<file path="config.mk">
export PLATFORM = sky130hd
export DESIGN_NAME = character_lcd_refresh_controller
export DESIGN_NICKNAME = d
export VERILOG_FILES = /design/src/design/clrc_pkg.sv /design/src/design/character_lcd_refresh_controller.sv
export SDC_FILE = /design/constraint.sdc
export NUM_CORES = 1
export LEC_CHECK = 0
export BUFFER_PORTS_ARGS = -buffer_cell sky130_fd_sc_hd__buf_2
export CORE_MARGIN = 4
export CORE_UTILIZATION = 60
export CTS_CLUSTER_DIAMETER = 80
export CTS_CLUSTER_SIZE = 20
export DETAILED_ROUTE_END_ITERATION = 10
export GPL_TIMING_DRIVEN = 0
export HOLD_SLACK_MARGIN = 0.06
export PLACE_DENSITY_LB_ADDON = 0.05
export SYNTH_ARGS = -nofsm -noshare
export SYNTH_HDL_FRONTEND = slang
export SYNTH_SLANG_ARGS = --single-unit
</file>
<file path="constraint.sdc">
create_clock -name i_clk -period 8.3 [get_ports i_clk]
set_clock_uncertainty 0.05 [all_clocks]
set_input_delay 1.66 -clock i_clk [delete_from_list [all_inputs] [get_ports i_clk]]
set_output_delay 1.66 -clock i_clk [all_outputs]
set_load 0.03 [all_outputs]
</file>
<file path="src/design/clrc_pkg.sv">
// Shared types and constants for the character LCD refresh controller.
// No dependencies; imported by the top level and the testbench.
package clrc_pkg;

    // configuration register indexes
    localparam logic [2:0] CFG_ROW_COUNT   = 3'd0;
    localparam logic [2:0] CFG_COL_COUNT   = 3'd1;
    localparam logic [2:0] CFG_NIBBLE_MODE = 3'd2;
    localparam logic [2:0] CFG_ROW3_ADDR   = 3'd3;
    localparam logic [2:0] CFG_ROW4_ADDR   = 3'd4;

    localparam logic [7:0] CMD_WAKE       = 8'h30;
    localparam logic [7:0] CMD_SET_ADDR   = 8'h80;
    localparam logic [7:0] ROW2_ADDR      = 8'h40;
    localparam logic [6:0] WAIT_LONG      = 7'd80;
    localparam logic [6:0] WAIT_SHORT     = 7'd10;
    localparam logic [3:0] LAST_STEP_NIB  = 4'd7;
    localparam logic [3:0] LAST_STEP_BYTE = 4'd6;
    localparam logic [3:0] FIRST_FULL_NIB = 4'd5;

    // where the output stage takes the bus byte from
    typedef enum logic [1:0] {
        SRC_KEEP,
        SRC_CONST,
        SRC_MEM
    } t_src;

    // control carried from the read stage to the output stage
    typedef struct packed {
        t_src       src;
        logic [7:0] const_byte;
        logic       sel;
        logic       nib;
        logic       shift;
        logic       enable;
    } t_step;

    function automatic logic [7:0] power_up_byte(input logic [3:0] step,
                                                 input logic nib,
                                                 input logic multi);
        logic [7:0] b;
        b = 8'h0C;
        if (nib) begin
            unique case (step)
                4'd2, 4'd3: b = 8'h30;
                4'd4:       b = 8'h20;
                4'd5:       b = multi ? 8'h28 : 8'h20;
                4'd6:       b = 8'h08;
                4'd7:       b = 8'h06;
                default:    b = 8'h0C;
            endcase
        end else begin
            unique case (step)
                4'd2, 4'd3: b = 8'h30;
                4'd4:       b = multi ? 8'h38 : 8'h30;
                4'd5:       b = 8'h08;
                4'd6:       b = 8'h06;
                default:    b = 8'h0C;
            endcase
        end
        return b;
    endfunction

endpackage

</file>
<file path="src/design/character_lcd_refresh_controller.sv">
// Character LCD refresh controller: power-up sequencer, refresh walk and text buffer.
// Depends on clrc_pkg.
//
//  channel   direction  handshake            payload
//  input     in         i_valid / o_stall    i_op, i_write_position, i_write_char
//  result    out        o_valid / i_stall    o_bus_data, o_register_select, o_enable_strobe
//  config    in         i_cfg_wr_en          i_cfg_index, i_cfg_data
//
// One item per cycle unless the input stalls. A tick updates the sequencer state and reads
// the text buffer at its accept edge; the result, formed from the buffer read data, lands in
// the output register as the middle stage advances. A write item stores into the buffer only.
// Synchronous active-low reset; buffer entries read as zero until written (valid bits).
// The input stalls only while the middle stage holds an item behind a stalled output.
module character_lcd_refresh_controller
    import clrc_pkg::*;
#(
    parameter int BUFFER_DEPTH = 80
) (
    input  logic       i_clk,
    input  logic       i_rst_n,
    input  logic       i_cfg_wr_en,
    input  logic [2:0] i_cfg_index,
    input  logic [6:0] i_cfg_data,
    input  logic       i_valid,
    output logic       o_stall,
    input  logic       i_op,
    input  logic [6:0] i_write_position,
    input  logic [7:0] i_write_char,
    output logic       o_valid,
    input  logic       i_stall,
    output logic [7:0] o_bus_data,
    output logic       o_register_select,
    output logic       o_enable_strobe
);

    localparam int AW = $clog2(BUFFER_DEPTH);
    localparam logic [6:0] DEPTH_LIM = 7'(BUFFER_DEPTH);

    // configuration
    logic [2:0] r_row_count;
    logic [4:0] r_col_count;
    logic       r_nibble_mode;
    logic [6:0] r_row3_addr;
    logic [6:0] r_row4_addr;

    // sequencer state
    logic       r_init_done, n_init_done;
    logic       r_data_phase, n_data_phase;
    logic       r_low_pend, n_low_pend;
    logic       r_strobe_all, n_strobe_all;
    logic       r_sel, n_sel;
    logic [3:0] r_init_step, n_init_step;
    logic [6:0] r_wait, n_wait;
    logic [6:0] r_char_idx, n_char_idx;
    logic [4:0] r_col_idx, n_col_idx;
    logic [1:0] r_row_idx, n_row_idx;
    logic [7:0] r_cur_byte;

    // text buffer
    logic [7:0]              mem [BUFFER_DEPTH];
    logic [BUFFER_DEPTH-1:0] r_mem_valid;
    logic [7:0]              r_rd_data;
    logic                    r_rd_ok;

    // pipeline
    logic  r_s1_valid;
    t_step r_s1;
    t_step s0;
    logic  r_o_valid;

    logic       accept, tick_acc, wr_acc, s1_adv;
    logic [2:0] rows;
    logic [4:0] cols;
    logic [6:0] span;
    logic [4:0] col_inc;
    logic [6:0] row_addr;
    logic       pend;
    logic       rd_in_range;
    logic       wr_in_range;
    logic [7:0] cb;

    assign s1_adv   = r_s1_valid && (!r_o_valid || !i_stall);
    assign o_stall  = r_s1_valid && !s1_adv;
    assign accept   = i_valid && !o_stall;
    assign tick_acc = accept && !i_op;
    assign wr_acc   = accept && i_op;
    assign o_valid  = r_o_valid;

    assign rows = (r_row_count == 3'd0) ? 3'd1 : (r_row_count > 3'd4) ? 3'd4 : r_row_count;
    assign cols = (r_col_count == 5'd0) ? 5'd1 : r_col_count;
    assign span = {4'b0, rows} * {2'b0, cols};
    assign col_inc = r_col_idx + 5'd1;
    assign rd_in_range = r_char_idx < DEPTH_LIM;
    assign wr_in_range = i_write_position < DEPTH_LIM;

    always_comb begin
        unique case (r_row_idx)
            2'd1:    row_addr = ROW2_ADDR[6:0];
            2'd2:    row_addr = r_row3_addr;
            2'd3:    row_addr = r_row4_addr;
            default: row_addr = 7'd0;
        endcase
    end

    // one sequencer step
    always_comb begin
        n_init_done  = r_init_done;
        n_data_phase = r_data_phase;
        n_strobe_all = r_strobe_all;
        n_sel        = r_sel;
        n_init_step  = r_init_step;
        n_wait       = r_wait;
        n_char_idx   = r_char_idx;
        n_col_idx    = r_col_idx;
        n_row_idx    = r_row_idx;
        pend         = r_low_pend;
        s0.src        = SRC_KEEP;
        s0.const_byte = CMD_SET_ADDR;
        s0.nib        = r_nibble_mode;
        s0.enable     = 1'b0;
        if (!(r_nibble_mode && r_low_pend)) begin
            if (r_init_done) begin
                if (r_data_phase) begin
                    n_sel      = 1'b1;
                    s0.src     = SRC_MEM;
                    n_char_idx = r_char_idx + 7'd1;
                    n_col_idx  = col_inc;
                    if (col_inc >= cols) begin
                        n_col_idx    = 5'd0;
                        n_row_idx    = r_row_idx + 2'd1;
                        n_data_phase = 1'b0;
                    end
                end else begin
                    n_sel  = 1'b0;
                    s0.src = SRC_CONST;
                    if (r_char_idx >= span) begin
                        // past the display span (also after a shrink): restart at the top row
                        n_char_idx    = 7'd0;
                        n_col_idx     = 5'd0;
                        n_row_idx     = 2'd0;
                        s0.const_byte = CMD_SET_ADDR;
                    end else begin
                        s0.const_byte = CMD_SET_ADDR | {1'b0, row_addr};
                    end
                    n_data_phase = 1'b1;
                end
            end else begin
                n_sel = 1'b0;
                if (r_wait == 7'd0) begin
                    if (r_init_step == 4'd0) begin
                        n_wait = WAIT_LONG;
                    end else if (r_init_step == 4'd1) begin
                        n_wait        = WAIT_SHORT;
                        s0.src        = SRC_CONST;
                        s0.const_byte = CMD_WAKE;
                        s0.enable     = 1'b1;
                    end else begin
                        s0.src        = SRC_CONST;
                        s0.const_byte = power_up_byte(r_init_step, r_nibble_mode,
                                                      rows >= 3'd2);
                        s0.enable     = 1'b1;
                    end
                    if (r_nibble_mode) begin
                        if (r_init_step < FIRST_FULL_NIB) pend = 1'b1;
                        else n_strobe_all = 1'b1;
                    end
                    if (r_init_step > (r_nibble_mode ? LAST_STEP_NIB : LAST_STEP_BYTE)) begin
                        n_strobe_all = 1'b1;
                        n_init_done  = 1'b1;
                        n_init_step  = 4'd0;
                        n_char_idx   = span;
                        n_col_idx    = 5'd0;
                        n_row_idx    = 2'd0;
                    end else begin
                        n_init_step = r_init_step + 4'd1;
                    end
                end else begin
                    n_wait = r_wait - 7'd1;
                end
            end
        end
        n_low_pend = pend;
        s0.shift   = 1'b0;
        if (r_nibble_mode) begin
            if (pend) begin
                n_low_pend = 1'b0;
            end else begin
                n_low_pend = 1'b1;
                s0.shift   = 1'b1;
            end
        end
        s0.sel    = n_sel;
        s0.enable = s0.enable | n_strobe_all;
    end

    // configuration and sequencer registers
    always_ff @(posedge i_clk) begin
        if (!i_rst_n) begin
            r_row_count   <= 3'd2;
            r_col_count   <= 5'd16;
            r_nibble_mode <= 1'b1;
            r_row3_addr   <= 7'd20;
            r_row4_addr   <= 7'd84;
            r_init_done   <= 1'b0;
            r_data_phase  <= 1'b0;
            r_low_pend    <= 1'b0;
            r_strobe_all  <= 1'b0;
            r_sel         <= 1'b0;
            r_init_step   <= 4'd0;
            r_wait        <= 7'd0;
            r_char_idx    <= 7'd0;
            r_col_idx     <= 5'd0;
            r_row_idx     <= 2'd0;
        end else begin
            if (i_cfg_wr_en) begin
                unique case (i_cfg_index)
                    CFG_ROW_COUNT:   r_row_count   <= i_cfg_data[2:0];
                    CFG_COL_COUNT:   r_col_count   <= i_cfg_data[4:0];
                    CFG_NIBBLE_MODE: r_nibble_mode <= i_cfg_data[0];
                    CFG_ROW3_ADDR:   r_row3_addr   <= i_cfg_data;
                    CFG_ROW4_ADDR:   r_row4_addr   <= i_cfg_data;
                    default: ;
                endcase
            end
            if (tick_acc) begin
                r_init_done  <= n_init_done;
                r_data_phase <= n_data_phase;
                r_low_pend   <= n_low_pend;
                r_strobe_all <= n_strobe_all;
                r_sel        <= n_sel;
                r_init_step  <= n_init_step;
                r_wait       <= n_wait;
                r_char_idx   <= n_char_idx;
                r_col_idx    <= n_col_idx;
                r_row_idx    <= n_row_idx;
            end
        end
    end

    // Buffer port. Reads and writes come from distinct items at distinct edges, so a
    // read always sees every earlier write.
    always_ff @(posedge i_clk) begin
        if (wr_acc && wr_in_range) begin
            mem[i_write_position[AW-1:0]] <= i_write_char;
        end
        if (tick_acc) begin
            r_rd_data <= mem[r_char_idx[AW-1:0]];
            r_s1      <= s0;
        end
    end

    always_ff @(posedge i_clk) begin
        if (!i_rst_n) begin
            r_mem_valid <= '0;
            r_rd_ok     <= 1'b0;
        end else begin
            if (wr_acc && wr_in_range) begin
                r_mem_valid[i_write_position[AW-1:0]] <= 1'b1;
            end
            if (tick_acc) begin
                r_rd_ok <= rd_in_range && r_mem_valid[r_char_idx[AW-1:0]];
            end
        end
    end

    // output stage
    always_comb begin
        unique case (r_s1.src)
            SRC_MEM:   cb = r_rd_ok ? r_rd_data : 8'h00;
            SRC_CONST: cb = r_s1.const_byte;
            default:   cb = r_cur_byte;
        endcase
    end

    always_ff @(posedge i_clk) begin
        if (!i_rst_n) begin
            r_s1_valid <= 1'b0;
            r_o_valid  <= 1'b0;
            r_cur_byte <= 8'h00;
        end else begin
            if (tick_acc) r_s1_valid <= 1'b1;
            else if (s1_adv) r_s1_valid <= 1'b0;
            if (s1_adv) begin
                r_o_valid  <= 1'b1;
                r_cur_byte <= r_s1.shift ? {cb[3:0], 4'h0} : cb;
            end else if (!i_stall) begin
                r_o_valid <= 1'b0;
            end
        end
    end

    always_ff @(posedge i_clk) begin
        if (s1_adv) begin
            o_bus_data        <= r_s1.nib ? {cb[7:4], 4'h0} : cb;
            o_register_select <= r_s1.sel;
            o_enable_strobe   <= r_s1.enable;
        end
    end

endmodule

</file>
### Yosys cells after proc, flatten, opt, wreduce, memory -nomap -nowiden

Memories as Yosys holds them, arrays and structs flattened. A register that Yosys moved wholly into a read port is not among the register bits.
Cells that the tools add are included.

| storage, ports and cells | value |
|---|---|
| register bits | 168 |
| bits in writable memories | 640 |
| input bits | 31 |
| output and inout port bits | 12 |
| word-level logic and storage cells | 183 |
| memories | 1 |

Memory list:

| memory | depth | width | rd ports | clocked after memory_dff | wr ports | line | RTL |
|---|---|---|---|---|---|---|---|
| mem | 80 | 8 | 1 | 1 | 1 | character_lcd_refresh_controller.sv:60 | `logic [7:0] mem [BUFFER_DEPTH];` |

| cells by class | value |
|---|---|
| add/subtract/negate cells | 5 |
| $mul | 1 |
| magnitude comparators | 11 |
| equality and inequality tests | 20 |
| mux-type cells | 76 |
| bitwise logic cells | 4 |
| reduce and logical (&&, ||, !) cells | 35 |

Operator list:

| cell | number |
|---|---|
| $or A80 B80 Y80 | 1 |
| $mux W7 | 9 |
| $mux W8 | 5 |
| $mux W5 | 7 |
| $mux W1 | 34 |
| $pmux W6 S5 | 1 |
| $pmux W6 S4 | 1 |
| $pmux W7 S3 | 1 |
| $mux W9 | 2 |
| $eq A4 B3 Y1 const B | 4 |
| $lt A7 B8 Y1 const B | 2 |
| $pmux W8 S2 | 1 |
| $lt A7 B7 Y1 const B | 2 |
| $mux W2 | 7 |
| $mux W4 | 3 |
| $reduce_and A2 Y1 | 6 |
| $mux W10 | 1 |
| $logic_and A1 B1 Y1 | 9 |
| $eq A4 B2 Y1 const B | 2 |
| $reduce_and A4 Y1 | 2 |
| $add A7 B1 Y7 const B | 1 |
| $bmux W1 S7 | 1 |
| $demux W1 S7 | 1 |
| $ge A7 B1 Y1 const B | 1 |
| other kinds (34) | 48 |

### Longest topological paths before layout

| logic depth | value |
|---|---|
| word-level depth | 11 |
| depth in mapped cells | 17 |
| gate-level depth less buffers | 16 |

### Worst setup path before layout

OpenSTA, ideal clock, no wires.

| path | value |
|---|---|
| path kind | input to register |
| start point | input i_stall |
| end point | register r_wait[1] |
| library setup time | 0.070 ns |
| arrival time | 3.810 ns |
| data required time | 8.180 ns |
| path slack | 4.369 ns |
| cell stages on the path | 8 |
| path buffers | 1 |
| cells stage by stage | nand3_1 inv_1 nor3b_1 clkbuf_1 and2_1 o21ai_2 a211o_1 a21oi_1 |

| on the way | value |
|---|---|
| word-level cells in the longest chain between the ends | 9 |

RTL lines:

| what | line | RTL |
|---|---|---|
| start: declaration | character_lcd_refresh_controller.sv:30 | `input logic i_stall,` |
| $logic_not A1 Y1 | - |  |
| $logic_or A1 B1 Y1 | character_lcd_refresh_controller.sv:82 | `assign s1_adv = r_s1_valid && (!r_o_valid \|\| !i_stall);` |
| $logic_and A1 B1 Y1 | character_lcd_refresh_controller.sv:82 |  |
| $logic_not A1 Y1 | character_lcd_refresh_controller.sv:83 | `assign o_stall = r_s1_valid && !s1_adv;` |
| $logic_and A1 B1 Y1 | character_lcd_refresh_controller.sv:83 |  |
| via o_stall | character_lcd_refresh_controller.sv:25 | `output logic o_stall,` |
| $logic_not A1 Y1 | character_lcd_refresh_controller.sv:84 | `assign accept = i_valid && !o_stall;` |
| $logic_and A1 B1 Y1 | character_lcd_refresh_controller.sv:84 |  |
| $logic_and A1 B1 Y1 | character_lcd_refresh_controller.sv:85 | `assign tick_acc = accept && !i_op;` |
| via tick_acc | character_lcd_refresh_controller.sv:71 | `logic accept, tick_acc, wr_acc, s1_adv;` |
| $reduce_and A4 Y1 (no line) | - |  |
| end signal: assignment | character_lcd_refresh_controller.sv:232 | `r_wait <= n_wait;` |
| end: declaration | character_lcd_refresh_controller.sv:53 | `logic [6:0] r_wait, n_wait;` |

The timed path passes the listed nets, and every way through them passes these cells.
A chain may end at the register's enable or synchronous reset.

### Worst setup path in the final report

| path | value |
|---|---|
| start point | register r_row_count[2] |
| end point | register r_char_idx[0] |

| on the way | value |
|---|---|
| word-level cells in the longest chain between the ends | 7 |
| elaborated cells on any way between the ends | 11 |
| classes of those cells | mul (1); order compare (2); eq/ne (1); mux (5); reduce/logical (2) |

RTL lines:

| what | line | RTL |
|---|---|---|
| start: declaration | character_lcd_refresh_controller.sv:40 | `logic [2:0] r_row_count;` |
| start signal: assignment | character_lcd_refresh_controller.sv:217 | `CFG_ROW_COUNT: r_row_count <= i_cfg_data[2:0];` |
| $gt A3 B3 Y1 | character_lcd_refresh_controller.sv:89 | `assign rows = (r_row_count == 3'd0) ? 3'd1 : (r_row_count > 3'd4) ? 3'd4 : r_row_count;` |
| $mux W3 | character_lcd_refresh_controller.sv:89 |  |
| $mux W3 (*) | character_lcd_refresh_controller.sv:89 |  |
| $mul A3 B5 Y7 (*) | character_lcd_refresh_controller.sv:91 | `assign span = {4'b0, rows} * {2'b0, cols};` |
| $ge A7 B7 Y1 or $mux W7 (tied branches) | character_lcd_refresh_controller.sv:136, character_lcd_refresh_controller.sv:167 |  |
| $ne A3 B1 Y1 (no line) or $mux W7 (tied branches) | - |  |
| $reduce_and A5 Y1 (no line) or $mux W7 (tied branches) | - |  |
| end signal: assignment | character_lcd_refresh_controller.sv:233 | `r_char_idx <= n_char_idx;` |
| end: declaration | character_lcd_refresh_controller.sv:54 | `logic [6:0] r_char_idx, n_char_idx;` |

Every way passes the cells marked *; elsewhere a longest branch is shown, timed or not. The select of a mux whose other input is x is not followed.

==> out/results.txt <==
total gr overflow - 0
top area cells in the synthesized netlist - edfxtp_1, mux4_2, dfxtp_1, o21a_1, nor2_1
drc violations - 0
core area - 0.0540 sq mm
Final Cycle Share - 58.2%
hpwl dp - 52.4 mm
clock latency on the worst-skew pair - 0.63 ns
Synth Area in XOR/XNOR - 0.240%
Synth Instances - 1,840
Rows - 85
Post-Place Worst Slack - 3.37 ns
# Post-CTS Setup Buffers - 0
Netlist Area Pre-Place - 0.0328 sq mm
vias in the first global route - 17,700
# setup viols final - 0
R2R Path Start - r_row_count[2]
initial antenna violation count - 3
Crit path required time - 8.73 ns
pwr/cell area - 202 mW/mm^2
Worst setup EP type - register
First-pass DRT Iterations - 6
synthesized area per cell - 17.9 sq um
asr flop ratio synth - 0%
Post-CTS Hold Fix Bufs - 0
clock-pin slew on the worst setup and hold paths - 0.09 ns
Die H - 242 um
Max Clock Freq - 207 MHz
fin crit period - 4.83 ns
Seq/Total Area, Yosys - 70.2%
top cells by count, synth - edfxtp_1, mux4_2, dfxtp_1
fin. max-slew vios - 0
final wirelength - 77.2 mm
CTS Buf Count - 47
CTS tree - built
prevailing post-synth register cell - edfxtp_1
clock sinks - 816
Die Span X - 242 um
syn_nets - 1,906
max cap viols - 0
worst setup path class - reg2reg
global-route wire length before repair - 117 mm
vias per cell - 6.59
full die area - 0.0585 sq mm
Worst Setup SP - r_row_count[2]
PortBufs - 38
final hold vios - 0
Clock Tree Root - clkbuf_16
Static Leak - 0.0108 uW
post-route setup slack - 3.47 ns
Synthesis Warnings - 0
GRT Resource Usage Total - 26.7%
Setup crit end - r_char_idx[0]
# fillers - 3,726
P&R area growth vs syn - 7.44%
TNS Setup - 0 ns
status - finished, final reports clean
post-synthesis mux area share - 15.9%
worst-case clock buffer depth - 3
Synth Area in Simple Gates - 4.87%
Post-synth EDFFs - 672
most common cell in the netlist - edfxtp_1
Worst-Margin Slew - 1.39 ns
Avg WL per Cell - 29.0 um
FF+latch count, synth - 816
final net count - 1,993
FF-to-FF path depth - 16
largest net degree at the start of global routing - 81
IO Pins - 43
WP data arrival - 5.27 ns
layout cells sized above 1 - 18.3%
startpoint types - register
HP Start - r_s1[0]
Yosys top cell by area - edfxtp_1
Adder-Cell Fraction of Synth Area - 1.42%
Antenna Nets Post-Route - 0
Starting Density - 60.8%
largest family of logic cells by synthesized area - multiplexers
register-to-register setup slack - 3.47 ns
via count - 17,500
Critical Path Fanout Max - 10
top cell type's share of synthesized area - 61.4%
GP Congestion - 0.905
H-Tree Depth - 2
FF-to-FF End - r_char_idx[0]
Max-slew headroom - 7.60%
RSZ-0062 raised after global routing - false
complex-gate fraction of the synthesized area - 5.43%
type of the worst min-delay path - reg2reg
initial drt markers - 2,199
CTS resizes - 0
post-synthesis cell type count - 70
VDD IR max - 0.000194 V
==> worst min path at each step <==
stage                         to  slack [ns]  cells past startpoint
2_1_floorplan    o_enable_strobe        0.35                      0
3_3_place_gp   o_register_select        0.35                      0
3_5_place_dp     o_enable_strobe        0.36                      0
4_1_cts          o_enable_strobe        0.38                      0
5_1_grt          o_enable_strobe        0.39                      0
6_report         o_enable_strobe        0.38                      0
==> through the flow <==
| stage | util, % | cell area [sq um] | total power [uW] | cells | hold WS, ns |
|---|---|---|---|---|---|
| final | 65.3 | 35300 | 7110 | 2664 | 0.376 |
| after global routing | 65.3 | 35300 | 7350 | 2662 | 0.394 |
| after CTS | 65.3 | 35300 | 7150 | 2662 | 0.379 |
| after detailed placement | 62.8 | 33900 | 4830 | 2574 | 0.358 |
| after global placement | 62.8 | 33900 | 4820 | 2574 | 0.354 |
| after floorplan | - | 32800 | 4710 | 1840 | 0.350 |
==> critical path: stages, from the launching register on <==
cell	delay, ns
dfxtp_1	0.31
clkbuf_1	0.37
nor2b_1	0.17
and2_1	0.21
fa_1	0.51
ha_1	0.17
inv_1	0.05
fa_1	0.39
inv_1	0.07
a21o_1	0.11
a21oi_1	0.08
xnor2_1	0.38
ha_1	0.21
nand4_1	0.12
o221ai_1	0.81
nand3_2	0.28
a211oi_1	0.40
==> cells in the final DEF, fill, tap and decap left out, types with 9 or more instances in the layout <==
| master | netlist | final |
|---|---|---|
| edfxtp_1 | 672 | 672 |
| mux4_2 | 212 | 212 |
| dfxtp_1 | 144 | 144 |
| nor2_1 | 125 | 125 |
| nand2_1 | 91 | 91 |
| clkbuf_1 | 51 | 84 |
| o21a_1 | 80 | 80 |
| buf_2 | 18 | 49 |
| clkbuf_16 | 0 | 47 |
| a21oi_1 | 44 | 44 |
| mux2i_1 | 41 | 41 |
| inv_1 | 31 | 31 |
| ha_1 | 31 | 31 |
| nand3_1 | 28 | 28 |
| o21ai_0 | 22 | 22 |
| nor2b_1 | 15 | 15 |
| buf_4 | 8 | 15 |
| buf_1 | 15 | 15 |
| and2_1 | 13 | 13 |
| nor3_1 | 13 | 13 |
| a22oi_1 | 11 | 11 |
| buf_6 | 10 | 10 |
| o211ai_1 | 10 | 10 |
| nand3b_1 | 10 | 10 |
| a31oi_1 | 9 | 9 |
==> flip-flops by register name (all words and copies together), names as in the netlist, 3 cells and up <==
name,flops
r_row3_addr,7
mem,640
r_rd_data,8
r_cur_byte,8
r_mem_valid,80
o_bus_data,8
r_char_idx,7
r_col_count,5
r_col_idx,5
r_init_step,4
r_wait,7
r_row4_addr,7
r_row_count,3
r_s1,14
==> cell families after synthesis <==
logic type | after synthesis
flip-flops | 816
XOR/XNOR | 9
AND/OR/NAND/NOR | 340
adder cells (fa/ha/maj) | 35
AO/OA/AOI/OAI | 249
buffers and inverters | 135
multiplexers | 256
==> final cells by class <==
cell class / instances / area [sq um] / area share (%)
clock buffer: 81 / 1300 / 3.69
clock inverter: 7 / 55.1 / 0.156
buffer: 102 / 512 / 1.45
tap: 696 / 871 / 2.47
antenna: 2 / 5.00 / 0.0142
sequential: 816 / 23100 / 65.4
multi-input combinational: 889 / 9150 / 25.9
timing repair buffer: 38 / 208 / 0.589
inverter: 33 / 124 / 0.351
==> power by group <==
group	switching, uW	internal (uW)	total [uW]
combinational	196	75.9	272
sequential	17.7	4450	4470
clock	1290	1080	2370
==> metal layers <==
| layer | track usage (%) | routed length (um) | vias up |
|---|---|---|---|
| met5 | 0 | 0 | - |
| met4 | 7.19 | 2120 | 0 |
| met3 | 4.37 | 5670 | 115 |
| met2 | 42.6 | 37300 | 715 |
| met1 | 39.3 | 32100 | 9186 |
| li1 | - | - | 7527 |
Power figures use the tool's default switching activity.
